--- src/nvfm_pkg.sv ---
// Shared types and constants for the navigation variance failsafe monitor.
// Depends on nothing; the top level imports it.
package nvfm_pkg;

    localparam int unsigned VarW     = 16;
    localparam int unsigned TimeW    = 32;
    localparam int unsigned CountW   = 4;
    localparam int unsigned IntervalW = 20;
    localparam int unsigned CfgDataW = 20;
    localparam int unsigned CfgIdxW  = 2;

    // Register indexes on the configuration port.
    localparam logic [CfgIdxW-1:0] REG_THRESHOLD = 2'd0;
    localparam logic [CfgIdxW-1:0] REG_ACTION    = 2'd1;
    localparam logic [CfgIdxW-1:0] REG_LIMIT     = 2'd2;
    localparam logic [CfgIdxW-1:0] REG_INTERVAL  = 2'd3;

    // Register reset values.
    localparam logic [VarW-1:0]      THRESHOLD_RST = 16'd205;
    localparam logic [1:0]           ACTION_RST    = 2'd0;
    localparam logic [CountW-1:0]    LIMIT_RST     = 4'd10;
    localparam logic [IntervalW-1:0] INTERVAL_RST  = 20'd30000;

    // Failsafe action register codes.
    localparam logic [1:0] FS_ACT_LAND      = 2'd0;
    localparam logic [1:0] FS_ACT_ALT_HOLD  = 2'd1;
    localparam logic [1:0] FS_ACT_LAND_STAB = 2'd2;

    // Variance source codes.
    localparam logic [1:0] KIND_NONE     = 2'd0;
    localparam logic [1:0] KIND_COMPASS  = 2'd1;
    localparam logic [1:0] KIND_VELOCITY = 2'd2;
    localparam logic [1:0] KIND_POSITION = 2'd3;

    // Result codes.
    localparam logic [1:0] VEV_NONE  = 2'd0;
    localparam logic [1:0] VEV_BAD   = 2'd1;
    localparam logic [1:0] VEV_CLEAR = 2'd2;

    localparam logic [1:0] FEV_NONE     = 2'd0;
    localparam logic [1:0] FEV_ENTER    = 2'd1;
    localparam logic [1:0] FEV_RESOLVED = 2'd2;

    localparam logic [1:0] REQ_NONE     = 2'd0;
    localparam logic [1:0] REQ_ALT_HOLD = 2'd1;
    localparam logic [1:0] REQ_LAND     = 2'd2;

    localparam logic [2:0] WARN_NONE    = 3'd0;
    localparam logic [2:0] WARN_GENERIC = 3'd4;

    // One input beat as it travels down the pipeline.
    typedef struct packed {
        logic             origin_valid;
        logic             armed;
        logic             usb_present;
        logic             position_ok;
        logic [VarW-1:0]  mag_var_x;
        logic [VarW-1:0]  mag_var_y;
        logic [VarW-1:0]  mag_var_z;
        logic [VarW-1:0]  vel_var;
        logic [VarW-1:0]  pos_variance;
        logic [TimeW-1:0] now_ms;
        logic             mode_is_land;
        logic             mode_needs_gps;
    } tick_t;

endpackage

--- src/nav_variance_failsafe_monitor_top.sv ---
// Navigation variance failsafe monitor: 2-of-3 variance vote with a hysteresis counter.
// Pipeline: input register, square stage, result; out_valid comes from the result stage.
// Throughput: one beat per cycle; the tick state updates in the result stage, so back-to-back
// ticks see each other's effects in order. An output stall freezes all three stages.
// Reset (rst_n low, asynchronous): pipeline empty, counter/flags/kind/last warning time zero,
// registers at threshold 205, action land, limit 10, warning interval 30000 ms.
module nav_variance_failsafe_monitor_top
    import nvfm_pkg::*;
(
    input  logic                 clk,
    input  logic                 rst_n,

    // Configuration write port.
    input  logic                 cfg_wr_en,
    input  logic [CfgIdxW-1:0]   cfg_index,
    input  logic [CfgDataW-1:0]  cfg_data,

    // Input channel.
    input  logic                 in_valid,
    output logic                 in_ready,
    input  logic                 origin_valid,
    input  logic                 armed,
    input  logic                 usb_present,
    input  logic                 position_ok,
    input  logic [VarW-1:0]      mag_var_x,
    input  logic [VarW-1:0]      mag_var_y,
    input  logic [VarW-1:0]      mag_var_z,
    input  logic [VarW-1:0]      vel_var,
    input  logic [VarW-1:0]      pos_variance,
    input  logic [TimeW-1:0]     now_ms,
    input  logic                 mode_is_land,
    input  logic                 mode_needs_gps,

    // Result channel.
    output logic                 out_valid,
    input  logic                 out_ready,
    output logic                 tick_done,
    output logic                 ekf_bad,
    output logic                 failsafe_on,
    output logic [1:0]           variance_event,
    output logic [1:0]           failsafe_event,
    output logic [1:0]           action_request,
    output logic [2:0]           warn_kind
);

    // ------------------------------------------------------------------
    // Configuration registers. Writes are only expected while the
    // pipeline is empty, so no interlock against in-flight beats.
    // ------------------------------------------------------------------
    logic [VarW-1:0]      threshold_reg;
    logic [1:0]           action_reg;
    logic [CountW-1:0]    limit_reg;
    logic [IntervalW-1:0] interval_reg;

    always_ff @(posedge clk or negedge rst_n)
    begin
        if (!rst_n)
        begin
            threshold_reg <= THRESHOLD_RST;
            action_reg    <= ACTION_RST;
            limit_reg     <= LIMIT_RST;
            interval_reg  <= INTERVAL_RST;
        end
        else if (cfg_wr_en)
        begin
            unique case (cfg_index)
                REG_THRESHOLD: threshold_reg <= cfg_data[VarW-1:0];
                REG_ACTION:    action_reg    <= cfg_data[1:0];
                REG_LIMIT:     limit_reg     <= cfg_data[CountW-1:0];
                REG_INTERVAL:  interval_reg  <= cfg_data[IntervalW-1:0];
            endcase
        end
    end

    // ------------------------------------------------------------------
    // Pipeline advance. The whole pipe moves together whenever the result
    // register is empty or being drained, which keeps the state update in
    // the last stage strictly in beat order.
    // ------------------------------------------------------------------
    logic advance;
    logic out_valid_reg;

    assign advance  = !out_valid_reg || out_ready;
    assign in_ready = advance;

    // Stage 1: input register.
    tick_t in_tick;
    tick_t s1_tick_reg;
    logic  s1_valid_reg;

    always_comb
    begin
        in_tick.origin_valid   = origin_valid;
        in_tick.armed          = armed;
        in_tick.usb_present    = usb_present;
        in_tick.position_ok    = position_ok;
        in_tick.mag_var_x      = mag_var_x;
        in_tick.mag_var_y      = mag_var_y;
        in_tick.mag_var_z      = mag_var_z;
        in_tick.vel_var        = vel_var;
        in_tick.pos_variance   = pos_variance;
        in_tick.now_ms         = now_ms;
        in_tick.mode_is_land   = mode_is_land;
        in_tick.mode_needs_gps = mode_needs_gps;
    end

    always_ff @(posedge clk or negedge rst_n)
    begin
        if (!rst_n)
            s1_valid_reg <= 1'b0;
        else if (advance)
            s1_valid_reg <= in_valid;
    end

    always_ff @(posedge clk)
    begin
        if (advance)
            s1_tick_reg <= in_tick;
    end

    // Stage 2: squares of the compass components and of the threshold.
    // Each is a separate 16x16 product, registered before the sum.
    tick_t                s2_tick_reg;
    logic                 s2_valid_reg;
    logic [2*VarW-1:0]    sq_x_reg;
    logic [2*VarW-1:0]    sq_y_reg;
    logic [2*VarW-1:0]    sq_z_reg;
    logic [2*VarW-1:0]    sq_t_reg;

    always_ff @(posedge clk or negedge rst_n)
    begin
        if (!rst_n)
            s2_valid_reg <= 1'b0;
        else if (advance)
            s2_valid_reg <= s1_valid_reg;
    end

    always_ff @(posedge clk)
    begin
        if (advance)
        begin
            s2_tick_reg <= s1_tick_reg;
            sq_x_reg    <= (2*VarW)'(s1_tick_reg.mag_var_x) * (2*VarW)'(s1_tick_reg.mag_var_x);
            sq_y_reg    <= (2*VarW)'(s1_tick_reg.mag_var_y) * (2*VarW)'(s1_tick_reg.mag_var_y);
            sq_z_reg    <= (2*VarW)'(s1_tick_reg.mag_var_z) * (2*VarW)'(s1_tick_reg.mag_var_z);
            sq_t_reg    <= (2*VarW)'(threshold_reg) * (2*VarW)'(threshold_reg);
        end
    end

    // ------------------------------------------------------------------
    // Stage 3: votes, hysteresis counter and flags. The tick state is
    // updated at the same edge that loads the result register.
    // ------------------------------------------------------------------
    logic [CountW-1:0] counter_reg,  counter_next;
    logic              bad_reg,      bad_next;
    logic [1:0]        kind_reg,     kind_next;
    logic [TimeW-1:0]  last_warn_reg, last_warn_next;
    logic              fs_reg,       fs_next;

    logic              done_next;
    logic [1:0]        vev_next;
    logic [1:0]        fev_next;
    logic [1:0]        req_next;
    logic [2:0]        warn_next;

    logic              tick_done_reg;
    logic              ekf_bad_reg;
    logic              failsafe_on_reg;
    logic [1:0]        vev_reg;
    logic [1:0]        fev_reg;
    logic [1:0]        req_reg;
    logic [2:0]        warn_reg;

    // Vote and decision terms.
    logic [2*VarW+1:0] mag_sum;
    logic              mag_vote;
    logic              vel_vote;
    logic              pos_vote;
    logic              two_votes;
    logic              bad_tick;
    logic              reset_path;
    logic [1:0]        kind_voted;
    logic [CountW:0]   count_inc;
    logic [CountW-1:0] count_dec;
    logic [TimeW-1:0]  since_warn;
    logic              fs_mode_ok;

    always_comb
    begin
        mag_sum  = (2*VarW+2)'(sq_x_reg) + (2*VarW+2)'(sq_y_reg) + (2*VarW+2)'(sq_z_reg);
        mag_vote = mag_sum >= (2*VarW+2)'(sq_t_reg);
        vel_vote = s2_tick_reg.vel_var >= threshold_reg;
        pos_vote = s2_tick_reg.pos_variance >= threshold_reg;
        two_votes = (mag_vote && vel_vote) || (mag_vote && pos_vote) || (vel_vote && pos_vote);

        // A position source that is not usable counts as a bad tick and
        // leaves the recorded source alone.
        bad_tick   = !s2_tick_reg.position_ok || two_votes;
        reset_path = !s2_tick_reg.armed || s2_tick_reg.usb_present ||
                     (threshold_reg == '0);

        // The last passing vote, in compass/velocity/position order, wins.
        if (!s2_tick_reg.position_ok)
            kind_voted = kind_reg;
        else if (pos_vote)
            kind_voted = KIND_POSITION;
        else if (vel_vote)
            kind_voted = KIND_VELOCITY;
        else if (mag_vote)
            kind_voted = KIND_COMPASS;
        else
            kind_voted = kind_reg;

        count_inc  = {1'b0, counter_reg} + (CountW+1)'(1);
        count_dec  = counter_reg - CountW'(1);
        since_warn = s2_tick_reg.now_ms - last_warn_reg;
        fs_mode_ok = s2_tick_reg.mode_is_land || s2_tick_reg.mode_needs_gps ||
                     (action_reg == FS_ACT_LAND_STAB);

        counter_next   = counter_reg;
        bad_next       = bad_reg;
        kind_next      = kind_reg;
        last_warn_next = last_warn_reg;
        fs_next        = fs_reg;
        done_next      = 1'b0;
        vev_next       = VEV_NONE;
        fev_next       = FEV_NONE;
        req_next       = REQ_NONE;
        warn_next      = WARN_NONE;

        if (s2_tick_reg.origin_valid)
        begin
            done_next = 1'b1;
            if (reset_path)
            begin
                counter_next = '0;
                bad_next     = 1'b0;
                kind_next    = KIND_NONE;
                if (fs_reg)
                begin
                    fs_next  = 1'b0;
                    fev_next = FEV_RESOLVED;
                end
            end
            else
            begin
                kind_next = kind_voted;
                if (bad_tick)
                begin
                    if (!bad_reg)
                    begin
                        if (count_inc >= {1'b0, limit_reg})
                        begin
                            // Limit reached: latch bad and maybe raise failsafe.
                            counter_next = limit_reg;
                            bad_next     = 1'b1;
                            vev_next     = VEV_BAD;
                            if (since_warn > TimeW'(interval_reg))
                            begin
                                warn_next      = (kind_voted == KIND_NONE) ?
                                                 WARN_GENERIC : {1'b0, kind_voted};
                                last_warn_next = s2_tick_reg.now_ms;
                            end
                            if (!fs_reg && fs_mode_ok)
                            begin
                                fs_next  = 1'b1;
                                fev_next = FEV_ENTER;
                                req_next = (action_reg == FS_ACT_ALT_HOLD) ?
                                           REQ_ALT_HOLD : REQ_LAND;
                            end
                        end
                        else
                        begin
                            counter_next = count_inc[CountW-1:0];
                        end
                    end
                end
                else if (counter_reg != '0)
                begin
                    counter_next = count_dec;
                    if (bad_reg && (count_dec == '0))
                    begin
                        bad_next  = 1'b0;
                        kind_next = KIND_NONE;
                        vev_next  = VEV_CLEAR;
                        if (fs_reg)
                        begin
                            fs_next  = 1'b0;
                            fev_next = FEV_RESOLVED;
                        end
                    end
                end
            end
        end
    end

    // Tick state and output valid.
    always_ff @(posedge clk or negedge rst_n)
    begin
        if (!rst_n)
        begin
            counter_reg   <= '0;
            bad_reg       <= 1'b0;
            kind_reg      <= KIND_NONE;
            last_warn_reg <= '0;
            fs_reg        <= 1'b0;
            out_valid_reg <= 1'b0;
        end
        else if (advance)
        begin
            out_valid_reg <= s2_valid_reg;
            if (s2_valid_reg)
            begin
                counter_reg   <= counter_next;
                bad_reg       <= bad_next;
                kind_reg      <= kind_next;
                last_warn_reg <= last_warn_next;
                fs_reg        <= fs_next;
            end
        end
    end

    // Result register.
    always_ff @(posedge clk)
    begin
        if (advance)
        begin
            tick_done_reg   <= done_next;
            ekf_bad_reg     <= bad_next;
            failsafe_on_reg <= fs_next;
            vev_reg         <= vev_next;
            fev_reg         <= fev_next;
            req_reg         <= req_next;
            warn_reg        <= warn_next;
        end
    end

    assign out_valid      = out_valid_reg;
    assign tick_done      = tick_done_reg;
    assign ekf_bad        = ekf_bad_reg;
    assign failsafe_on    = failsafe_on_reg;
    assign variance_event = vev_reg;
    assign failsafe_event = fev_reg;
    assign action_request = req_reg;
    assign warn_kind      = warn_reg;

    // ------------------------------------------------------------------
    // Assertions.
    // ------------------------------------------------------------------

    // Failsafe is only ever raised together with the bad latch, and every
    // path that clears bad also clears failsafe.
    a_fs_implies_bad: assert property (@(posedge clk) disable iff (!rst_n)
        fs_reg |-> bad_reg)
        else $error("failsafe active without the bad latch");

    // A skipped tick reports no events, requests or warnings.
    a_skip_quiet: assert property (@(posedge clk) disable iff (!rst_n)
        (out_valid_reg && !tick_done_reg) |->
            (vev_reg == VEV_NONE) && (fev_reg == FEV_NONE) &&
            (req_reg == REQ_NONE) && (warn_reg == WARN_NONE))
        else $error("skipped tick carries an event");

    // Variance events agree with the reported flag.
    a_vev_flag: assert property (@(posedge clk) disable iff (!rst_n)
        out_valid_reg |->
            ((vev_reg != VEV_BAD) || ekf_bad_reg) &&
            ((vev_reg != VEV_CLEAR) || !ekf_bad_reg))
        else $error("variance event disagrees with ekf_bad");

    // Failsafe entry always comes with an action request and a bad latch.
    a_enter_request: assert property (@(posedge clk) disable iff (!rst_n)
        (out_valid_reg && (fev_reg == FEV_ENTER)) |->
            (req_reg != REQ_NONE) && (vev_reg == VEV_BAD) && failsafe_on_reg)
        else $error("failsafe entry without request");

    // A warning is only issued in the beat that latches bad.
    a_warn_on_latch: assert property (@(posedge clk) disable iff (!rst_n)
        (out_valid_reg && (warn_reg != WARN_NONE)) |-> (vev_reg == VEV_BAD))
        else $error("warning outside a bad latch");

endmodule
--- config.mk ---
export PLATFORM = sky130hd
export DESIGN_NAME = nav_variance_failsafe_monitor_top
export DESIGN_NICKNAME = d
export VERILOG_FILES = /design/src/nvfm_pkg.sv /design/src/nav_variance_failsafe_monitor_top.sv
export SDC_FILE = /design/constraint.sdc
export NUM_CORES = 2
export LEC_CHECK = 0
export BUFFER_PORTS_ARGS = -buffer_cell sky130_fd_sc_hd__buf_2
export CAP_MARGIN = 20
export CORE_MARGIN = 8
export CORE_UTILIZATION = 50
export DETAILED_ROUTE_END_ITERATION = 10
export PLACE_DENSITY_LB_ADDON = 0.2
export SLEW_MARGIN = 20
export SYNTH_ARGS = -nofsm -noshare
export SYNTH_HDL_FRONTEND = slang
export SYNTH_SLANG_ARGS = --single-unit
--- constraint.sdc ---
create_clock -name clk -period 26.7 [get_ports clk]
set_input_delay 5.34 -clock clk [delete_from_list [all_inputs] [get_ports clk]]
set_output_delay 5.34 -clock clk [all_outputs]
set_load 0.01 [all_outputs]
# Word level (Yosys, flattened, before mapping)
# Index checks and enable logic that the tools add are counted.
# totals
regBits	413
word_cells	151
out_inout_bits	14
in_bits	145
# op_classes
reduce_logical	35
n_lt_le_gt_ge	5
bitwise_logic	7
add_sub_neg	5
muxes	44
multipliers	4
n_eq_ne	6
# ops
op	n
multiplier 16 x 16 -> 32 bit	4
adder 33 x 32 -> 34 bit	1
greater-or-equal comparator 34 x 32 -> 1 bit	1
two-way mux 2 bit	17
adder 32 x 32 -> 33 bit	1
greater-or-equal comparator 16 bit	2
> comparator 32 x 20 -> 1 bit	1
subtractor 32 bit	1
two-way mux 1 bit	21
two-way mux 4 bit	5
zero test 16 bit	1
OR reduction 6 bit	2
AND reduction 2 bit	5
logical OR 1 bit	8
AND reduction 8 bit	1
NOT 1 bit	7
OR reduction 7 bit	1
== test 2 bit (second input constant)	3
adder 4 x 1 -> 5 bit (second input constant)	1
greater-or-equal comparator 5 x 4 -> 1 bit	1
logical AND 1 bit	5
AND reduction 5 bit	1
== test 2 x 1 -> 1 bit (second input constant)	2
zero test 1 bit	4
9 further kinds	10

# Longest topological paths before layout
# logic_depth
ltp_word	11
mapped_depth	28
mapped_depth_nobuf	27

# Worst setup path before layout
# Ideal clock, no wire load.
# synth_timing
path_kind	input to output
from	in out_ready
to	out in_ready
arrival_ps	14425
path_stages	2
slack_ps	6935
required_time_ps	21360
path_cell_list	nand2b_1 > clkbuf_1
# synth_between
elab_chain_cells	1
# synth_lines
element	line_no	rtl
from (decl)	nav_variance_failsafe_monitor_top.sv:36	input logic out_ready,
logical OR 1 bit	nav_variance_failsafe_monitor_top.sv:83	assign advance = !out_valid_reg || out_ready;
to (decl)	nav_variance_failsafe_monitor_top.sv:20	output logic in_ready,
# No other way between the ends.

# Worst setup path after layout
# Same ends and word-level chain as after synthesis.

==> reports/results.ini <==
[global_routing]
largest_net_degree_at_the_start_of_global_routing = 78
vias_in_the_first_global_route = 33080
initial_antenna_violation_count = 0
grt_overall_usage_pct = 19.47
grt_remaining_overflow = 0
first_pass_grt_wire_length_um = 168500

[floorplanning]
placeableCoreArea_um2 = 94730
floorplan.die.width_um = 324.9
ports_placed_on_the_boundary = 159
die_area_um2 = 105600
floorplan.initialDensity_pct = 50.37
die_y_extent_um = 324.9
num_rows = 113

[sta]
max_clock_freq_mhz = 88.49
finalSetupViolCount = 0
final_critical_path_required_period_ns = 11.30
rsz0062_at_grt = no
final-hold-violation-count = 0
finalSetupTns_ns = 0
tightestPinTransition_ns = 0.9717
finalMaxSlewViolations = 0
layout_setup_ws_ns = 15.40
layout_worst_path_cycle_share_pct = 42.33
worst_slew_margin_rel_pct = 35.22
finClkSkew_ns = 0.05047

[critical_path]
crit_type = in -> out
timing.critical_path.fanout_max = 13
slowest_stage = sky130_fd_sc_hd__nand2b_4
largest_stage_delay_worst_path_ns = 0.27
cp.buffers_inverters = 2
worst-endpoint-required_ns = 21.36
reg2reg_from = threshold_reg[8]
setup.reg_to_reg.worst_slack_ns = 18.98
worst_r2r_endpoint = sq_t_reg[30]
crit_path_start_kind = input port
r2r.worst_path.cells = 24
crit_path_frequent_cell = sky130_fd_sc_hd__buf_2
critPathArrivalTime_ns = 5.96
path_delay_family = buffers and inverters
cp_cell_sequence = buf_2 > nand2b_4 > buf_2
worst_setup_path_end_kind = primary output

[layout]
final_layout_size_suffix_gt1_share_pct = 7.692
finish.net_count = 6098
antenna-diode-count = 0
syn2layout_area_growth_pct = 7.825
finalInstanceArea_um2 = 51450
post-route-util_pct = 54.31
largest_reg_flops = 118
fill_cells = 8460

[place]
dpl_cell_area_um2 = 49840
port_buffers = 158
hpwl_um = 81630
routabilityCongestion = 0.8893
placement.setup.worst_slack_ns = 15.39

[logic_synthesis]
synth_enable_flop_cells = 324
gate_count_after_technology_mapping = 4591
synth_top_area_share_pct = 28.87
synth.ff_latch_count = 409
seq_area_frac_synth_pct = 24.89
synth_area_um2 = 47710
synth.largest_area_cell = sky130_fd_sc_hd__fa_1
post_synth_num_cell_types = 82
synth-main-ff-cell = sky130_fd_sc_hd__edfxtp_1
synth-warning-count = 0
synthesis.area_per_instance_um2 = 10.39
synth.top_cells.by_area = sky130_fd_sc_hd__fa_1 29%, sky130_fd_sc_hd__edfxtp_1 20%, sky130_fd_sc_hd__ha_1 14%
async_reset_ff_share_pct = 20.78

[routing]
firstDrtPassIters = 7
route.detailed.drc = 0
wl_per_cell_um = 16.67
drt-initial-drc-count = 1563
vias_per_cell = 5.153
wl_um = 100400
drt.antenna.violating_nets = 0
detailroute.via_count = 31040

[clocking]
root_buffer = sky130_fd_sc_hd__clkbuf_16
cts.reportedPaths.clkPinSlew_ns = 0.06
numCtsBuffers = 48
tritoncts = done
post_cts_hold_buffer_count = 0
postCtsSetupRepairBufs = 0
clock_latency_ns = 0.65
clockBufferDepth = 3
cts_resized = 0
htree_levels = 2
cts.sink_count = 409

[run]
max-cap-violations = 0

[worst_hold_path]
number_of_cells_traversed_by_the_worst_hold_path = 0
worstHoldEndpoint = s2_tick_reg[19]
hold_path_startpoint = s1_tick_reg[19]
min_path_type = reg -> reg

[run_status]
outcome = complete, no violations

## layer usage
| layer | global-route usage, % | up-vias | routed length, um |
|---|---|---|---|
| li1 | - | 14890 | - |
| met1 | 25.48 | 15470 | 43990 |
| met2 | 33.95 | 538 | 49810 |
| met3 | 2.625 | 137 | 4024 |
| met4 | 5.220 | 0 | 2593 |
| met5 | 0 | - | 0 |
## cells in the mapped netlist, types with 17 or more instances
| library cell | n |
|---|---|
| sky130_fd_sc_hd__nor2_1 | 227 |
| sky130_fd_sc_hd__fa_1 | 688 |
| sky130_fd_sc_hd__clkbuf_1 | 87 |
| sky130_fd_sc_hd__xnor2_1 | 128 |
| sky130_fd_sc_hd__or2_2 | 17 |
| sky130_fd_sc_hd__nand2b_1 | 34 |
| sky130_fd_sc_hd__xor2_1 | 57 |
| sky130_fd_sc_hd__and2_1 | 172 |
| sky130_fd_sc_hd__dfrtp_1 | 71 |
| sky130_fd_sc_hd__nor2b_1 | 29 |
| sky130_fd_sc_hd__o21ai_0 | 95 |
| sky130_fd_sc_hd__inv_1 | 1066 |
| sky130_fd_sc_hd__nand2_1 | 318 |
| sky130_fd_sc_hd__a21o_1 | 99 |
| sky130_fd_sc_hd__mux2_2 | 38 |
| sky130_fd_sc_hd__nand3_1 | 39 |
| sky130_fd_sc_hd__a21oi_1 | 167 |
| sky130_fd_sc_hd__ha_1 | 544 |
| sky130_fd_sc_hd__nor3_1 | 33 |
| sky130_fd_sc_hd__a211oi_1 | 24 |
| sky130_fd_sc_hd__mux2_4 | 30 |
| sky130_fd_sc_hd__o21bai_1 | 23 |
| sky130_fd_sc_hd__nand4_1 | 22 |
| sky130_fd_sc_hd__edfxtp_1 | 324 |
| sky130_fd_sc_hd__and3_1 | 30 |
| sky130_fd_sc_hd__o21a_1 | 27 |
## area by class of cell
| cell class | count | area [um2] | share of cell area (%) |
|---|---|---|---|
| Multi-Input combinational cell | 3013 | 31440 | 61.10 |
| Sequential cell | 409 | 11870 | 23.08 |
| Inverter | 1075 | 4035 | 7.843 |
| Tap cell | 1265 | 1583 | 3.077 |
| Clock buffer | 59 | 1272 | 2.473 |
| Timing Repair Buffer | 174 | 913.4 | 1.775 |
| Clock inverter | 28 | 334.1 | 0.6494 |
## worst max path at each step
stage	startpoint	depth (start not counted)	to	slack (ns)
after global routing	out_ready	3	in_ready	15.38
final	out_ready	3	in_ready	15.40
after floorplan	out_ready	2	in_ready	6.94
after global placement	out_ready	3	in_ready	15.40
after CTS	out_ready	3	in_ready	15.40
after detailed placement	out_ready	3	in_ready	15.39
## placed cells by master, fill, tap and decap left out, types with 7 or more instances in the layout
cell type,netlist,routed
sky130_fd_sc_hd__o21ai_0,95,95
sky130_fd_sc_hd__a211o_1,7,7
sky130_fd_sc_hd__xnor2_1,128,128
sky130_fd_sc_hd__xor2_1,57,57
sky130_fd_sc_hd__nor3b_1,8,7
sky130_fd_sc_hd__and2_1,172,172
sky130_fd_sc_hd__a2111oi_0,8,8
sky130_fd_sc_hd__buf_2,4,157
sky130_fd_sc_hd__nand2b_1,34,33
sky130_fd_sc_hd__o211ai_1,13,13
sky130_fd_sc_hd__a211oi_1,24,24
sky130_fd_sc_hd__nand3_1,39,39
sky130_fd_sc_hd__mux2_4,30,30
sky130_fd_sc_hd__or3_1,9,9
sky130_fd_sc_hd__edfxtp_1,324,324
sky130_fd_sc_hd__mux2_2,38,38
sky130_fd_sc_hd__dfrtp_1,71,71
sky130_fd_sc_hd__a21oi_1,167,167
sky130_fd_sc_hd__clkbuf_1,87,8
sky130_fd_sc_hd__o21a_1,27,27
sky130_fd_sc_hd__a31o_2,8,8
sky130_fd_sc_hd__nor2_1,227,227
sky130_fd_sc_hd__a21o_1,99,99
sky130_fd_sc_hd__ha_1,544,544
sky130_fd_sc_hd__nor3_1,33,33
sky130_fd_sc_hd__or2_2,17,17
sky130_fd_sc_hd__o21bai_1,23,23
sky130_fd_sc_hd__nor2b_1,29,29
sky130_fd_sc_hd__a31oi_1,14,14
sky130_fd_sc_hd__buf_4,0,17
sky130_fd_sc_hd__dfstp_2,14,14
sky130_fd_sc_hd__clkbuf_16,0,48
sky130_fd_sc_hd__nand4_1,22,22
sky130_fd_sc_hd__clkinv_1,9,16
sky130_fd_sc_hd__fa_1,688,688
sky130_fd_sc_hd__inv_1,1066,1066
sky130_fd_sc_hd__nor4_1,10,10
sky130_fd_sc_hd__nand2_1,318,318
sky130_fd_sc_hd__o31ai_1,9,9
sky130_fd_sc_hd__and3_1,30,30
## metrics by stage
stage / std cells / hold slack, ns
finish: 6023 / 0.4140
global route: 6023 / 0.4240
global placement: 5936 / 0.4008
floorplan: 4592 / 0.4003
CTS: 6023 / 0.4150
detailed placement: 5936 / 0.4045
## kinds of logic (layout without fill, tap and decap cells)
logic type                 count (synthesis)  count (layout)  synth area share (%)
muxes                                     71              71                 1.904
buffers and inverters                   1170            1336                 9.265
DFF                                      409             409                 24.89
other                                      1               2              0.007859
adders and majority gates               1232            1232                 43.13
AOI/OAI and AO/OA                        556             556                 7.655
xor gates and xnor gates                 185             185                 3.396
and+or+nand+nor                          967             967                 9.755
Power is not shown: default switching activity piles up to over one toggle a cycle in this logic, so the estimate is an artifact.
